### config.mk
export PLATFORM = sky130hd
export DESIGN_NAME = half_siphash_24_32bit
export DESIGN_NICKNAME = d
export VERILOG_FILES = /design/src/rtl/core/hsh_pkg.sv /design/src/rtl/core/hsh_ctrl.sv /design/src/rtl/core/hsh_dpath.sv /design/src/rtl/core/half_siphash_24_32bit.sv
export SDC_FILE = /design/constraint.sdc
export NUM_CORES = 1
export LEC_CHECK = 0
export BUFFER_PORTS_ARGS = -buffer_cell sky130_fd_sc_hd__buf_4
export CAP_MARGIN = 0
export CORE_MARGIN = 3
export CORE_UTILIZATION = 40
export DETAILED_ROUTE_END_ITERATION = 8
export GPL_TIMING_DRIVEN = 0
export HOLD_SLACK_MARGIN = 0.08
export SLEW_MARGIN = 40
export SYNTH_ARGS = -nofsm -noshare
export SYNTH_HDL_FRONTEND = slang
export SYNTH_SLANG_ARGS = --single-unit
### constraint.sdc
create_clock -name i_clk -period 17.1 [get_ports i_clk]
set_input_delay 3.42 -clock i_clk [delete_from_list [all_inputs] [get_ports i_clk]]
set_output_delay 3.42 -clock i_clk [all_outputs]
set_load 0.02 [all_outputs]
### src/rtl/core/hsh_pkg.sv
// ----------------------------------------------------------------------------
// hsh_pkg
// Shared types, constants and the round function of the HalfSipHash core.
// ----------------------------------------------------------------------------
`default_nettype none

package hsh_pkg;

    // Default round counts
    localparam int COMPRESS_ROUNDS_DEF = 2;
    localparam int FINAL_ROUNDS_DEF    = 4;

    // Lane initialization constants
    localparam logic [31:0] INIT_C2 = 32'h6c796765;
    localparam logic [31:0] INIT_C3 = 32'h74656462;

    // Finalization constant xored into lane 2
    localparam logic [7:0] FINAL_XOR = 8'hff;

    // Bit position of the length byte in the length block
    localparam int LEN_POS = 24;

    // Configuration register indexes
    localparam logic REG_KEY_LOW  = 1'b0;
    localparam logic REG_KEY_HIGH = 1'b1;

    // Four 32-bit lanes, element 0 is v0
    typedef logic [3:0][31:0] t_lanes;

    // Controller to datapath commands
    typedef struct packed {
        logic load;      // accept an input item, absorb its word
        logic round;     // run one round this cycle
        logic blk;       // absorb the length block
        logic pre_v2;    // xor lane 2 with the final constant before the round
        logic post_v0;   // xor lane 0 with the current word after the round
        logic out_load;  // capture the hash into the output register
    } t_cmd;

    // Datapath to controller status
    typedef struct packed {
        logic out_free;  // output register can take a new hash
    } t_stat;

    // Controller states
    typedef enum logic [4:0] {
        S_IDLE = 5'b00001,
        S_COMP = 5'b00010,
        S_BLK  = 5'b00100,
        S_FIN  = 5'b01000,
        S_DONE = 5'b10000
    } t_state;

    function automatic logic [31:0] rotl(input logic [31:0] x, input int r);
        rotl = (x << r) | (x >> (32 - r));
    endfunction

    // One SipHash-style round over the four lanes
    function automatic t_lanes hsh_round(input t_lanes v);
        logic [31:0] a;
        logic [31:0] b;
        logic [31:0] c;
        logic [31:0] d;
        t_lanes      res;
        a = v[0];
        b = v[1];
        c = v[2];
        d = v[3];
        a = a + b; b = rotl(b, 5);  b = b ^ a; a = rotl(a, 16);
        c = c + d; d = rotl(d, 8);  d = d ^ c;
        a = a + d; d = rotl(d, 7);  d = d ^ a;
        c = c + b; b = rotl(b, 13); b = b ^ c; c = rotl(c, 16);
        res[0] = a;
        res[1] = b;
        res[2] = c;
        res[3] = d;
        hsh_round = res;
    endfunction

endpackage

`default_nettype wire

### src/rtl/core/hsh_ctrl.sv
// ----------------------------------------------------------------------------
// hsh_ctrl
// Sequencer for the HalfSipHash core: schedules rounds and absorb steps.
// ----------------------------------------------------------------------------
`default_nettype none

module hsh_ctrl #(
    parameter int COMPRESS_ROUNDS = hsh_pkg::COMPRESS_ROUNDS_DEF,
    parameter int FINAL_ROUNDS    = hsh_pkg::FINAL_ROUNDS_DEF
) (
    input  wire logic          i_clk,
    input  wire logic          i_rst_n,
    input  wire logic          i_valid,
    input  wire logic          i_last,
    input  wire logic          i_full,
    input  wire hsh_pkg::t_stat i_stat,
    output hsh_pkg::t_cmd      o_cmd,
    output logic               o_busy
);
    import hsh_pkg::*;

    localparam int MAX_R = (COMPRESS_ROUNDS > FINAL_ROUNDS) ? COMPRESS_ROUNDS
                                                            : FINAL_ROUNDS;
    localparam int CNT_W = $clog2(MAX_R + 1);
    localparam logic [CNT_W-1:0] CR_LAST = CNT_W'(COMPRESS_ROUNDS - 1);
    localparam logic [CNT_W-1:0] FR_LAST = CNT_W'(FINAL_ROUNDS - 1);
    localparam logic [CNT_W-1:0] CNT_ONE = CNT_W'(1);

    t_state           r_state,    n_state;
    logic [CNT_W-1:0] r_rnd,      n_rnd;
    logic             r_last,     n_last;
    logic             r_need_blk, n_need_blk;

    // Where to go once the compress rounds of a word are done
    function automatic t_state after_comp(input logic last, input logic need_blk);
        if (!last) begin
            after_comp = S_IDLE;
        end else if (need_blk) begin
            after_comp = S_BLK;
        end else begin
            after_comp = S_FIN;
        end
    endfunction

    // Next state and commands
    always_comb begin
        n_state    = r_state;
        n_rnd      = r_rnd;
        n_last     = r_last;
        n_need_blk = r_need_blk;
        o_cmd      = '0;
        case (r_state)
            S_IDLE: begin
                if (i_valid) begin
                    o_cmd.load    = 1'b1;
                    o_cmd.round   = 1'b1;
                    o_cmd.post_v0 = (COMPRESS_ROUNDS == 1);
                    n_last        = i_last;
                    n_need_blk    = i_last && i_full;
                    if (COMPRESS_ROUNDS == 1) begin
                        n_state = after_comp(i_last, i_last && i_full);
                        n_rnd   = '0;
                    end else begin
                        n_state = S_COMP;
                        n_rnd   = CNT_ONE;
                    end
                end
            end
            S_COMP: begin
                o_cmd.round   = 1'b1;
                o_cmd.post_v0 = (r_rnd == CR_LAST);
                if (r_rnd == CR_LAST) begin
                    n_state = after_comp(r_last, r_need_blk);
                    n_rnd   = '0;
                end else begin
                    n_rnd = r_rnd + CNT_ONE;
                end
            end
            S_BLK: begin
                o_cmd.round   = 1'b1;
                o_cmd.blk     = 1'b1;
                o_cmd.post_v0 = (COMPRESS_ROUNDS == 1);
                n_need_blk    = 1'b0;
                if (COMPRESS_ROUNDS == 1) begin
                    n_state = S_FIN;
                    n_rnd   = '0;
                end else begin
                    n_state = S_COMP;
                    n_rnd   = CNT_ONE;
                end
            end
            S_FIN: begin
                o_cmd.round  = 1'b1;
                o_cmd.pre_v2 = (r_rnd == '0);
                if (r_rnd == FR_LAST) begin
                    n_state = S_DONE;
                    n_rnd   = '0;
                end else begin
                    n_rnd = r_rnd + CNT_ONE;
                end
            end
            S_DONE: begin
                // Hold the lanes until the output register frees up
                if (i_stat.out_free) begin
                    o_cmd.out_load = 1'b1;
                    n_state        = S_IDLE;
                end
            end
            default: begin
                n_state = S_IDLE;
                n_rnd   = '0;
            end
        endcase
    end

    assign o_busy = (r_state != S_IDLE);

    // State registers
    always_ff @(posedge i_clk) begin
        if (!i_rst_n) begin
            r_state    <= S_IDLE;
            r_rnd      <= '0;
            r_last     <= 1'b0;
            r_need_blk <= 1'b0;
        end else begin
            r_state    <= n_state;
            r_rnd      <= n_rnd;
            r_last     <= n_last;
            r_need_blk <= n_need_blk;
        end
    end

endmodule

`default_nettype wire

### src/rtl/core/hsh_dpath.sv
// ----------------------------------------------------------------------------
// hsh_dpath
// Lanes, round unit, length counter, key registers and output register.
// ----------------------------------------------------------------------------
`default_nettype none

module hsh_dpath (
    input  wire logic          i_clk,
    input  wire logic          i_rst_n,
    input  wire logic          i_cfg_we,
    input  wire logic          i_cfg_index,
    input  wire logic [31:0]   i_cfg_data,
    input  wire logic [31:0]   i_word,
    input  wire logic [2:0]    i_byte_count,
    input  wire logic          i_last,
    input  wire hsh_pkg::t_cmd i_cmd,
    input  wire logic          i_stall,
    output hsh_pkg::t_stat     o_stat,
    output logic               o_valid,
    output logic [31:0]        o_hash
);
    import hsh_pkg::*;

    logic [31:0] r_key_low;
    logic [31:0] r_key_high;
    t_lanes      r_lanes,     n_lanes;
    logic [31:0] r_msg,       n_msg;
    logic [7:0]  r_len,       n_len;
    logic        r_in_msg,    n_in_msg;
    logic [31:0] r_hash;
    logic        r_out_valid;

    logic [2:0]  cnt_eff;
    logic        full_in;
    logic [7:0]  len_new;
    logic [31:0] mask;
    logic [31:0] m_in;
    logic [31:0] m_len;
    logic [31:0] m_cur;
    t_lanes      init;
    t_lanes      pre;
    t_lanes      post;

    // Decode the input item into the word to absorb
    always_comb begin
        cnt_eff = i_byte_count[2] ? 3'd4 : i_byte_count;
        full_in = !i_last || i_byte_count[2];
        len_new = (r_in_msg ? r_len : 8'd0) + (full_in ? 8'd4 : {5'd0, cnt_eff});
        case (cnt_eff[1:0])
            2'd0:    mask = 32'h0000_0000;
            2'd1:    mask = 32'h0000_00ff;
            2'd2:    mask = 32'h0000_ffff;
            2'd3:    mask = 32'h00ff_ffff;
            default: mask = 32'h0000_0000;
        endcase
        m_in  = full_in ? i_word : ((i_word & mask) | {len_new, {LEN_POS{1'b0}}});
        m_len = {r_len, {LEN_POS{1'b0}}};
    end

    // Lane update: optional pre-xors, one round, optional post-xor
    always_comb begin
        init[0] = r_key_low;
        init[1] = r_key_high;
        init[2] = r_key_low ^ INIT_C2;
        init[3] = r_key_high ^ INIT_C3;

        pre = (i_cmd.load && !r_in_msg) ? init : r_lanes;
        if (i_cmd.load) begin
            pre[3] = pre[3] ^ m_in;
        end
        if (i_cmd.blk) begin
            pre[3] = pre[3] ^ m_len;
        end
        if (i_cmd.pre_v2) begin
            pre[2] = pre[2] ^ {24'd0, FINAL_XOR};
        end

        if (i_cmd.load) begin
            m_cur = m_in;
        end else if (i_cmd.blk) begin
            m_cur = m_len;
        end else begin
            m_cur = r_msg;
        end

        post = hsh_round(pre);
        if (i_cmd.post_v0) begin
            post[0] = post[0] ^ m_cur;
        end

        n_lanes  = i_cmd.round ? post : r_lanes;
        n_msg    = (i_cmd.load || i_cmd.blk) ? m_cur : r_msg;
        n_len    = i_cmd.load ? len_new : r_len;
        n_in_msg = i_cmd.load ? !i_last : r_in_msg;
    end

    // Message state
    always_ff @(posedge i_clk) begin
        if (!i_rst_n) begin
            r_len    <= 8'd0;
            r_in_msg <= 1'b0;
        end else begin
            r_len    <= n_len;
            r_in_msg <= n_in_msg;
        end
    end

    // Lanes and current word
    always_ff @(posedge i_clk) begin
        r_lanes <= n_lanes;
        r_msg   <= n_msg;
    end

    // Key registers
    always_ff @(posedge i_clk) begin
        if (!i_rst_n) begin
            r_key_low  <= 32'd0;
            r_key_high <= 32'd0;
        end else if (i_cfg_we) begin
            if (i_cfg_index == REG_KEY_LOW) begin
                r_key_low <= i_cfg_data;
            end
            if (i_cfg_index == REG_KEY_HIGH) begin
                r_key_high <= i_cfg_data;
            end
        end
    end

    // Output register: load the hash, drop valid once taken
    always_ff @(posedge i_clk) begin
        if (!i_rst_n) begin
            r_out_valid <= 1'b0;
        end else if (i_cmd.out_load) begin
            r_out_valid <= 1'b1;
        end else if (!i_stall) begin
            r_out_valid <= 1'b0;
        end
    end

    always_ff @(posedge i_clk) begin
        if (i_cmd.out_load) begin
            r_hash <= r_lanes[1] ^ r_lanes[3];
        end
    end

    assign o_stat.out_free = !r_out_valid || !i_stall;
    assign o_valid         = r_out_valid;
    assign o_hash          = r_hash;

endmodule

`default_nettype wire

### src/rtl/core/half_siphash_24_32bit.sv
// ----------------------------------------------------------------------------
// half_siphash_24_32bit
// Keyed HalfSipHash-2-4, 32-bit result, over little-endian 32-bit words.
// ----------------------------------------------------------------------------
// Usage:
//   Write the key through the config port (index 0 low word, index 1 high
//   word) while the core is idle; it is sampled on the first item of each
//   message. Stream a message as items on i_valid/o_stall, each with a word,
//   a byte count and a last flag; only the last item may be short.
//   One hash comes out on o_valid/i_stall per message, after the last item.
// Sequence:
//   A single round unit runs one round per cycle, except while a finished
//   hash waits for the output register. A non-last item runs its
//   COMPRESS_ROUNDS rounds before the next item is taken. A last item runs
//   COMPRESS_ROUNDS, another COMPRESS_ROUNDS for the length block when it
//   carries four bytes, then FINAL_ROUNDS, then loads the output register.
// Reset and stall:
//   Reset clears the key, the message state and the output valid, and holds
//   the input stalled. While the receiver stalls, the hash holds in the
//   output register and the next message runs; a second hash then waits in
//   the lanes, with the input stalled, until the output register is taken.
// ----------------------------------------------------------------------------
`default_nettype none

module half_siphash_24_32bit #(
    parameter int COMPRESS_ROUNDS = hsh_pkg::COMPRESS_ROUNDS_DEF,
    parameter int FINAL_ROUNDS    = hsh_pkg::FINAL_ROUNDS_DEF
) (
    input  wire logic        i_clk,
    input  wire logic        i_rst_n,
    input  wire logic        i_cfg_we,
    input  wire logic        i_cfg_index,
    input  wire logic [31:0] i_cfg_data,
    input  wire logic        i_valid,
    output logic             o_stall,
    input  wire logic [31:0] i_word,
    input  wire logic [2:0]  i_byte_count,
    input  wire logic        i_last,
    output logic             o_valid,
    input  wire logic        i_stall,
    output logic [31:0]      o_hash
);
    import hsh_pkg::*;

    t_cmd  cmd;
    t_stat stat;
    logic  busy;

    // Sequencer
    hsh_ctrl #(
        .COMPRESS_ROUNDS (COMPRESS_ROUNDS),
        .FINAL_ROUNDS    (FINAL_ROUNDS)
    ) u_ctrl (
        .i_clk   (i_clk),
        .i_rst_n (i_rst_n),
        .i_valid (i_valid),
        .i_last  (i_last),
        .i_full  (i_byte_count[2]),
        .i_stat  (stat),
        .o_cmd   (cmd),
        .o_busy  (busy)
    );

    // Lanes and round unit
    hsh_dpath u_dpath (
        .i_clk        (i_clk),
        .i_rst_n      (i_rst_n),
        .i_cfg_we     (i_cfg_we),
        .i_cfg_index  (i_cfg_index),
        .i_cfg_data   (i_cfg_data),
        .i_word       (i_word),
        .i_byte_count (i_byte_count),
        .i_last       (i_last),
        .i_cmd        (cmd),
        .i_stall      (i_stall),
        .o_stat       (stat),
        .o_valid      (o_valid),
        .o_hash       (o_hash)
    );

    // Take a new item only between items and out of reset
    assign o_stall = busy || !i_rst_n;

endmodule

`default_nettype wire

# Word level (Yosys, flattened, before mapping)
# Index checks and enable logic that the tools add are counted.
dict set report word_totals {
  regBits 276
  in_bits 74
  output_inout_bits 34
  word_cells 114
}
dict set report classes {
  add_sub_neg 6
  n_eq_ne 16
  n_mux 35
  n_bitwise 21
  n_reduce_logical 21
}
# operator count
set ops {}
lappend ops {{$xor A32 B32 Y32} 8}
lappend ops {{$mux W32} 6}
lappend ops {{$add A32 B32 Y32} 4}
lappend ops {{$mux W128} 1}
lappend ops {{$pmux W32 S4} 1}
lappend ops {{$or A32 B16 Y32} 2}
lappend ops {{$and A32 B32 Y32} 1}
lappend ops {{$or A32 B13 Y32} 1}
lappend ops {{$or A32 B32 Y32} 1}
lappend ops {{$or A32 B5 Y32} 1}
lappend ops {{$or A32 B7 Y32} 1}
lappend ops {{$or A32 B8 Y32} 1}
lappend ops {{$mux W5} 5}
lappend ops {{$pmux W5 S5} 1}
lappend ops {{$not A18 Y18} 1}
lappend ops {{$mux W8} 2}
lappend ops {{$mux W3} 5}
lappend ops {{$pmux W3 S5} 1}
lappend ops {{$not A14 Y14} 1}
lappend ops {{$reduce_and A2 Y1} 5}
lappend ops {{$mux W1} 9}
lappend ops {{$add A8 B8 Y8} 1}
lappend ops {{$not A8 Y8} 1}
lappend ops {{$ne A2 B1 Y1 const B} 3}
lappend ops {{other kinds (24)} 36}

# Logic depth before layout (Yosys ltp)
# Gate-level depths: netlist of run 1.
dict set report depth {
  word_depth 15
  mapped_depth 35
  mapped_depth_nobuf 28
}

# Modules after synthesis
# From an unflattened synthesis of run 1, not the netlist that was laid out.
dict set report unflattened {
  cells_unflattened 2205
  area_unflattened_um2 20041.7
}
# mod n_inst cells_each area_each_um2
set by_module_without_submodules {}
lappend by_module_without_submodules {hsh_dpath 1 2115 19337.3}
lappend by_module_without_submodules {hsh_ctrl 1 89 698.2}
lappend by_module_without_submodules {half_siphash_24_32bit 1 1 6.3}

# Least setup slack after synthesis of run 1
# No wires, ideal clock.
dict set report synth_path {
  path_kind {input to register}
  from {in i_valid}
  to {reg u_dpath.r_lanes[26] (netlist bit) (data pin)}
  setup_time_ns 0.265
  t_arrival_ns 9.804
  t_required_ns 16.835
  slack_ns 7.031
  cell_stages 34
  path_buffers 6
  cell_sequence {inv_1 > nor3_4 > nand2b_1 > buf_6 > buf_2 > buf_1 > clkbuf_1 > clkbuf_1 > clkbuf_1 > nand2_1 > nand2_1 > ha_1 > inv_1 > fa_1 > nor2b_1 > o211ai_1 > a31oi_1 > o21ai_1 > a21oi_1 > o21ai_0 > a311oi_1 > xor2_1 > ha_1 > fa_1 > a21oi_1 > o21ai_0 > and4_1 > o311ai_0 > a31oi_1 > a21oi_1 > o21bai_1 > a21oi_1 > xor2_1 > xor2_1}
}
# element line_no
set synth_lines {}
lappend synth_lines {{from (decl)} half_siphash_24_32bit.sv:34} ;# input wire logic i_valid,
lappend synth_lines {{to (signal assigned)} hsh_dpath.sv:110} ;# r_lanes <= n_lanes;
lappend synth_lines {{to (decl)} hsh_dpath.sv:26} ;# t_lanes r_lanes, n_lanes;

==> summary.txt, run 1 <==
GRT
  • Total grt overflow: 0
  • Total track usage: 0.307
  • Pin count of the biggest net entering global routing: 38
  • Vias in the first global route: 16.4k
  • Global-route wire length before repair: 116,000 um
  • Initial antenna violation count: 4

Floorplanning
  • Core area: between 40,000 and 50,000 sq um
  • Ports: 108
  • Vert. Die Dim: 229 um
  • Die W: 229 um
  • Row Count: 81
  • Starting Density: 0.406
  • Die area: 52,500 sq um

Worst setup path
  • Crit path max fanout: 10
  • WP buf/inv: 8
  • Critical path endpoint category: flip-flop
  • Critical path's largest stage delay: 630 ps
  • WS Path Type: in -> reg
  • Worst EP required: 17,470 ps
  • CP delay by family, top: compound AO/OA/AOI/OAI gates
  • CP Launch Type: input pin
  • Crit path top cell by count: a21oi_1
  • Worst path arrival time: 13,140 ps
  • Slowest CP cell: clkbuf_1

Run
  • Max cap viols: 0

Finish
  • Fin area: 23,000 sq um
  • Share of layout cells above drive strength 1: 0.0922
  • Area delta synth->final: 15.5%
  • Fin nets: 2,571

Placed design
  • GP Congestion: 1.13
  • Detailed placer's ending HPWL: between 60,000 and 70,000 um
  • Port buffer count: roughly 110
  • DP Area: 21,700 sq um

Drt
  • Vias per cell: 5.78
  • Post-route DRC violation count: 0
  • Avg WL per Cell: 27.2 um
  • First-pass DRT Iterations: 5
  • Number of DRC markers in iteration 0: between 1.5k and 2k
  • Detail Route Antenna Nets: 0
  • Final WL: approximately 83,000 um
  • Via count: 17.6k

STA
  • Worst Skew: 25.0 ps
  • Final Hold Violating Endpoints: 0
  • RSZ-0062 raised after global routing: false
  • Worst Tran Pin Value: 1030 ps
  • Fmax: around 78 MHz
  • Max Slew Vio Count: 0
  • Final setup viols: 0
  • Tcrit/Tclk final: 0.747
  • Crit path time final: 12,770 ps
  • Max_slew headroom: 0.309
  • Setup TNS: 0 ps

Synthesis
  • Synth area leaders: edfxtp_1 29%, xor2_1 8.8%, nand2_1 8.7%
  • Mapped Avg Cell Area: 9.01 sq um
  • Largest family of logic cells by synthesized area: compound AO/OA/AOI/OAI gates
  • Mux share of post-synthesis cell area: 0.00811
  • Post-synthesis xor/xnor area fraction: 0.166
  • Synth Warn #: 0
  • Top cells by count, synth: 460 x nand2_1, 199 x xor2_1, 192 x a21oi_1, 192 x edfxtp_1, 149 x xnor2_1
  • Synth Cell Area: 19,900 sq um
  • Post-synth EDFFs: 192
  • Synth top area share: 0.290
  • Flops & latches, synth: between 200 and 300
  • Leading area contributor after synthesis: edfxtp_1
  • Post-synthesis simple-gate area fraction: 0.161
  • Async SR Flop Fraction: 0
  • Cells after Synth: 2,210
  • Area fraction in compound gates after synthesis: 0.175
  • Ys flop type: edfxtp_1
  • Synth cell types: 74
  • Mapped Nets: 2,422
  • Post-Synth Adder-Cell Area: 0.0886
  • Sequential element share of the synthesized area: 0.374
  • Most common cell in the netlist: nand2_1

Clock network
  • Total clock sinks: 276
  • Post-CTS Setup Repair Bufs: 0
  • Clk_lat worst skew: about 570 ps
  • CTS buffer count: 35
  • Reg clk slew, reported paths: 60 ps
  • Hold_buf cts: 0
  • Clock buffer depth: 3
  • Post-CTS resize count: 0
  • H-Tree Depth: 2
  • TritonCTS clock tree: yes
  • Clk root buf: clkbuf_16

Hold path
  • Hold Path Class: reg -> reg

Status
  • Outcome: finished clean
tightest hold or removal path: cells and delay by family (launching register included):
family	cells	cell delay, ps
and+or+nand+nor	2	90
DFF	1	330
per-layer routing:
layer | global-route usage | share of wire | vias to the layer above
li1 | - | - | 8044
met3 | 0.0558 | 0.091 | 168
met1 | 0.439 | 0.44 | 8561
met4 | 0.136 | 0.053 | 4
met2 | 0.451 | 0.42 | 845
met5 | 0 | 0.00029 | -
logic make-up (layout without fill, tap and decap cells):
group | after synthesis | after routing
AO/OA/AOI/OAI | 547 | 547
AND/OR/NAND/NOR | 733 | 733
adder cells (fa/ha/maj) | 138 | 138
flip-flops | 276 | 276
buffers and inverters | 139 | 315
other | 0 | 1
XOR/XNOR | 361 | 361
multiplexers | 16 | 16
state kept, by name (all words and copies together), names as in the netlist:
name,count
u_dpath.r_key_low,32
u_dpath.o_valid,1
u_dpath.o_hash,32
u_dpath.r_lanes,128
u_ctrl.r_need_blk,1
u_ctrl.r_last,1
u_dpath.r_len,8
u_ctrl.r_rnd,3
u_dpath.r_in_msg,1
u_dpath.r_msg,32
u_dpath.r_key_high,32
u_ctrl.r_state,5
cells in the final DEF, fill, tap and decap left out, types with 17 or more instances in the layout:
| master | netlist | routed |
|---|---|---|
| clkbuf_1 | 55 | 59 |
| edfxtp_1 | 192 | 192 |
| ha_1 | 133 | 133 |
| xnor2_2 | 5 | 17 |
| a31oi_1 | 18 | 18 |
| a21o_1 | 72 | 72 |
| nor2_1 | 100 | 98 |
| and2_1 | 28 | 28 |
| buf_4 | 0 | 106 |
| nand3_1 | 31 | 30 |
| nand2_1 | 460 | 460 |
| o21bai_1 | 22 | 22 |
| a21boi_0 | 73 | 73 |
| inv_1 | 69 | 68 |
| clkbuf_16 | 0 | 38 |
| xnor2_1 | 149 | 137 |
| and3_1 | 19 | 19 |
| xor2_1 | 199 | 198 |
| o21ai_0 | 79 | 77 |
| dfxtp_1 | 84 | 84 |
| a21oi_1 | 192 | 191 |
final timing paths:
kind                                         end  cells after the start  slack [ps]                            from
setup / recovery   u_dpath.r_lanes[26]$_DFFE_PP_                     33        4330                         i_valid
hold reg to reg   u_ctrl.r_state[2]$_SDFFE_PN0P_                      2         460  u_ctrl.r_need_blk$_SDFFE_PN0P_
hold / removal    u_ctrl.r_state[2]$_SDFFE_PN0P_                      2         460  u_ctrl.r_need_blk$_SDFFE_PN0P_
setup reg to reg   u_dpath.r_lanes[26]$_DFFE_PP_                     32        6590  u_ctrl.r_state[1]$_SDFFE_PN0P_
stage by stage:
step / setup WS (ps) / utilization / hold slack, ps / instances
4_1_cts: 4490 / 0.468 / 453 / 3050
6_report: 4330 / 0.469 / 459 / 3051
5_1_grt: 3800 / 0.469 / 478 / 3050
3_3_place_gp: 3780 / 0.439 / 447 / 2980
2_1_floorplan: 7030 / - / 423 / 2210
3_5_place_dp: 3930 / 0.443 / 449 / 2986
final cells by class:
class,count,area (sq um)
well taps,664,831
fillers,4890,26100
clock buffers,47,1010
repair buffers,112,906
plain buffers,70,282
clock inverters,17,204
flip-flops and latches,276,7450
multi-input cells,1795,12100
inverters,69,259
diodes,1,2.50
Power of run 1 is not shown: default switching activity piles up to over one toggle a cycle in this logic, so the estimate is an artifact.
==> run 2, diff against run 1 <==
Settings changed: ABC_AREA set to 1.
Clock period 17.1 ns to 13.1 ns, I/O delays scaled along.
==> run 2 against run 1 <==
Against the previous run: sequential cell count unchanged; setup slack got worse by 690 ps; synthesized cell count increased by 20%; die area increased by 4.2%; sequential share of layout area decreased by 0.99 points; cell area increased by 3.2%; final cell count increased by 15%; via count increased by 12%; core utilization decreased by 0.078 points; critical path depth decreased by 1; register-to-register slack got worse by 1500 ps; largest cell class unchanged.
==> summary.txt, run 2 <==
Worst setup path
  • Slowest CP cell: xor2_1
  • WS Path Type: in -> reg
  • Worst r2r path cells: 34
  • Critical path's largest stage delay: roughly 750 ps
  • Crit path max fanout: 10
  • Crit path top cell by count: nand2_1
  • Worst r2r src: u_ctrl.r_state[2]$_SDFFE_PN0P_
  • CP Launch Type: input pin
  • R2r endpoint: u_dpath.r_lanes[59]$_DFFE_PP_
  • Worst path arrival time: between 9000 and 10,000 ps
  • Worst EP required: ~13,000 ps
  • Reg2Reg Setup Slack: 5080 ps
  • Critical path endpoint category: flip-flop

Hold path
  • WHS Path Cells: 2
  • Worst Hold Path EP: u_dpath.r_key_high[28]$_SDFFE_PN0P_
  • Worst Hold Launch: u_dpath.r_key_high[28]$_SDFFE_PN0P_
  • Hold Path Class: reg -> reg

STA
  • Tcrit/Tclk final: 0.722
  • Max Slew Vio Count: 0
  • Setup TNS: 0 ps
  • Crit path time final: approximately 9500 ps
  • Max_slew headroom: 0.312
  • Final setup viols: 0
  • RSZ-0062 raised after global routing: false
  • Worst Tran Pin Value: 1020 ps
  • Final Hold Violating Endpoints: 0
  • Worst Skew: 17.2 ps
  • Fmax: about 110 MHz

Synthesis
  • Mapped Avg Cell Area: 7.83 sq um
  • Leading area contributor after synthesis: edfxtp_1
  • Synth Cell Area: 20,800 sq um
  • Synth top area share: 0.278
  • Cells after Synth: between 2k and 3k
  • Synth cell types: 52
  • Sequential element share of the synthesized area: 0.359
  • Async SR Flop Fraction: 0
  • Post-synth EDFFs: 192
  • Most common cell in the netlist: nand2_1
  • Top cells by count, synth: 635 x nand2_1, 261 x nor2_1, 253 x inv_1
  • Flops & latches, synth: around 280
  • Mapped Nets: approximately 2.9k
  • Ys flop type: edfxtp_1
  • Synth Warn #: 0
  • Synth area leaders: edfxtp_1 28%, nand2_1 11%, xor2_1 8.7%

Finish
  • Fin nets: 3,012
  • Antenna fix cells: 0
  • Max reg flops: ~130
  • Utilization after layout: 0.468
  • Largest reg by FF count: u_dpath.r_lanes
  • Share of layout cells above drive strength 1: 0.104
  • Fin area: 23,700 sq um
  • Area delta synth->final: 14.3%
  • Most frequent cells in the layout: 634 x nand2_1, 260 x nor2_1, 252 x inv_1, 205 x xor2_1, 192 x edfxtp_1
  • Fin cells: 3,498
  • Most common cell after layout, fill and taps aside: nand2_1

Drt
  • First-pass DRT Iterations: 7
  • Detail Route Antenna Nets: 0
  • Number of DRC markers in iteration 0: 2,321
  • Vias per cell: 5.65
  • Final WL: between 90,000 and 100,000 um
  • Post-route DRC violation count: 0
  • Avg WL per Cell: between 20 and 30 um
  • Via count: 19.8k

Floorplanning
  • Vert. Die Dim: approximately 230 um
  • Starting Density: 0.410
  • Die area: 54,700 sq um
  • Core area: 50,700 sq um
  • Ports: 108
  • Die W: 234 um
  • Row Count: 82

Clock network
  • CTS buffer count: 35
  • Clk root buf: clkbuf_16
  • Total clock sinks: about 280
  • Post-CTS Setup Repair Bufs: 0
  • Clk_lat worst skew: around 560 ps
  • Hold_buf cts: 0
  • Clock buffer depth: 3
  • TritonCTS clock tree: yes
  • Reg clk slew, reported paths: 60 ps
  • H-Tree Depth: 2
  • Post-CTS resize count: 0

GRT
  • Vias in the first global route: 18.4k
  • Global-route wire length before repair: 131,000 um
  • Total grt overflow: 0
  • Total track usage: 0.343
  • Initial antenna violation count: 5
  • Pin count of the biggest net entering global routing: 42

Placed design
  • GP Congestion: 1.06
  • Post-placement cell count: 3,435
  • Detailed placer's ending HPWL: 81,700 um
  • Port buffer count: about 110
  • DP Area: about 23,000 sq um

Run
  • Max cap viols: 0

Status
  • Outcome: finished clean
==> run 2: cell types whose count changed after synthesis, moves of 28 or more <==
cell / before / now
a21boi_0: 73 / 4
a21o_1: 72 / 20
a21oi_1: 192 / 145
and2_1: 28 / 0
inv_1: 69 / 253
nand2_1: 460 / 635
nand3_1: 31 / 145
nor2_1: 100 / 261
o21ai_0: 79 / 184
xnor2_1: 149 / 77
==> run 2: area by class of cell <==
type | count | area (sq um)
buffer | 54 | 262
clock buffer | 51 | 1020
clock inverter | 12 | 77.6
fill | 5181 | 27000
inverter | 265 | 996
multi-input combinational | 2056 | 12200
sequential | 276 | 7450
tap | 672 | 841
timing repair buffer | 112 | 913
==> run 2: worst max path at each step <==
stage	from	endpoint	depth (start not counted)
2_1_floorplan	i_valid	u_dpath.r_lanes[116]$_DFFE_PP_	33
3_3_place_gp	i_valid	u_dpath.r_lanes[59]$_DFFE_PP_	35
3_5_place_dp	i_valid	u_dpath.r_lanes[61]$_DFFE_PP_	32
4_1_cts	i_valid	u_dpath.r_lanes[61]$_DFFE_PP_	32
5_1_grt	i_valid	u_dpath.r_lanes[127]$_DFFE_PP_	39
6_report	i_valid	u_dpath.r_lanes[59]$_DFFE_PP_	32
==> run 2: critical path, delay by kind of cell <==
family	cells	cell delay (ps)
AOI/OAI and AO/OA	5	960
xor gates and xnor gates	4	2150
adders and majority gates	3	1050
buffers and inverters	10	1850
and+or+nand+nor	10	1050
==> run 2: cells by family (layout without fill, tap and decap cells) <==
| kind of cell | after synthesis | count (layout) | synth area share |
|---|---|---|---|
| and+or+nand+nor | 1154 | 1154 | 0.232 |
| AOI/OAI and AO/OA | 454 | 454 | 0.123 |
| buffers and inverters | 319 | 494 | 0.0605 |
| xor gates and xnor gates | 310 | 310 | 0.141 |
| DFF | 276 | 276 | 0.359 |
| adders and majority gates | 138 | 138 | 0.0850 |
==> run 2: metrics by stage <==
stage / worst slack [ps] / hold slack, ps
2_1_floorplan: 5620 / 447
3_3_place_gp: 3320 / 464
3_5_place_dp: 3260 / 468
4_1_cts: 3820 / 481
5_1_grt: 3380 / 501
6_report: 3640 / 481
==> run 2: metal layers <==
metal  vias to the layer above  wire, um  GRT usage
met5                         -        27          0
met2                      1000     41800      0.535
met4                         4      5370      0.166
met3                       167      7800     0.0530
met1                      9513     40600      0.467
li1                       9090         -          -
Power of run 2 is left out for the same reason.
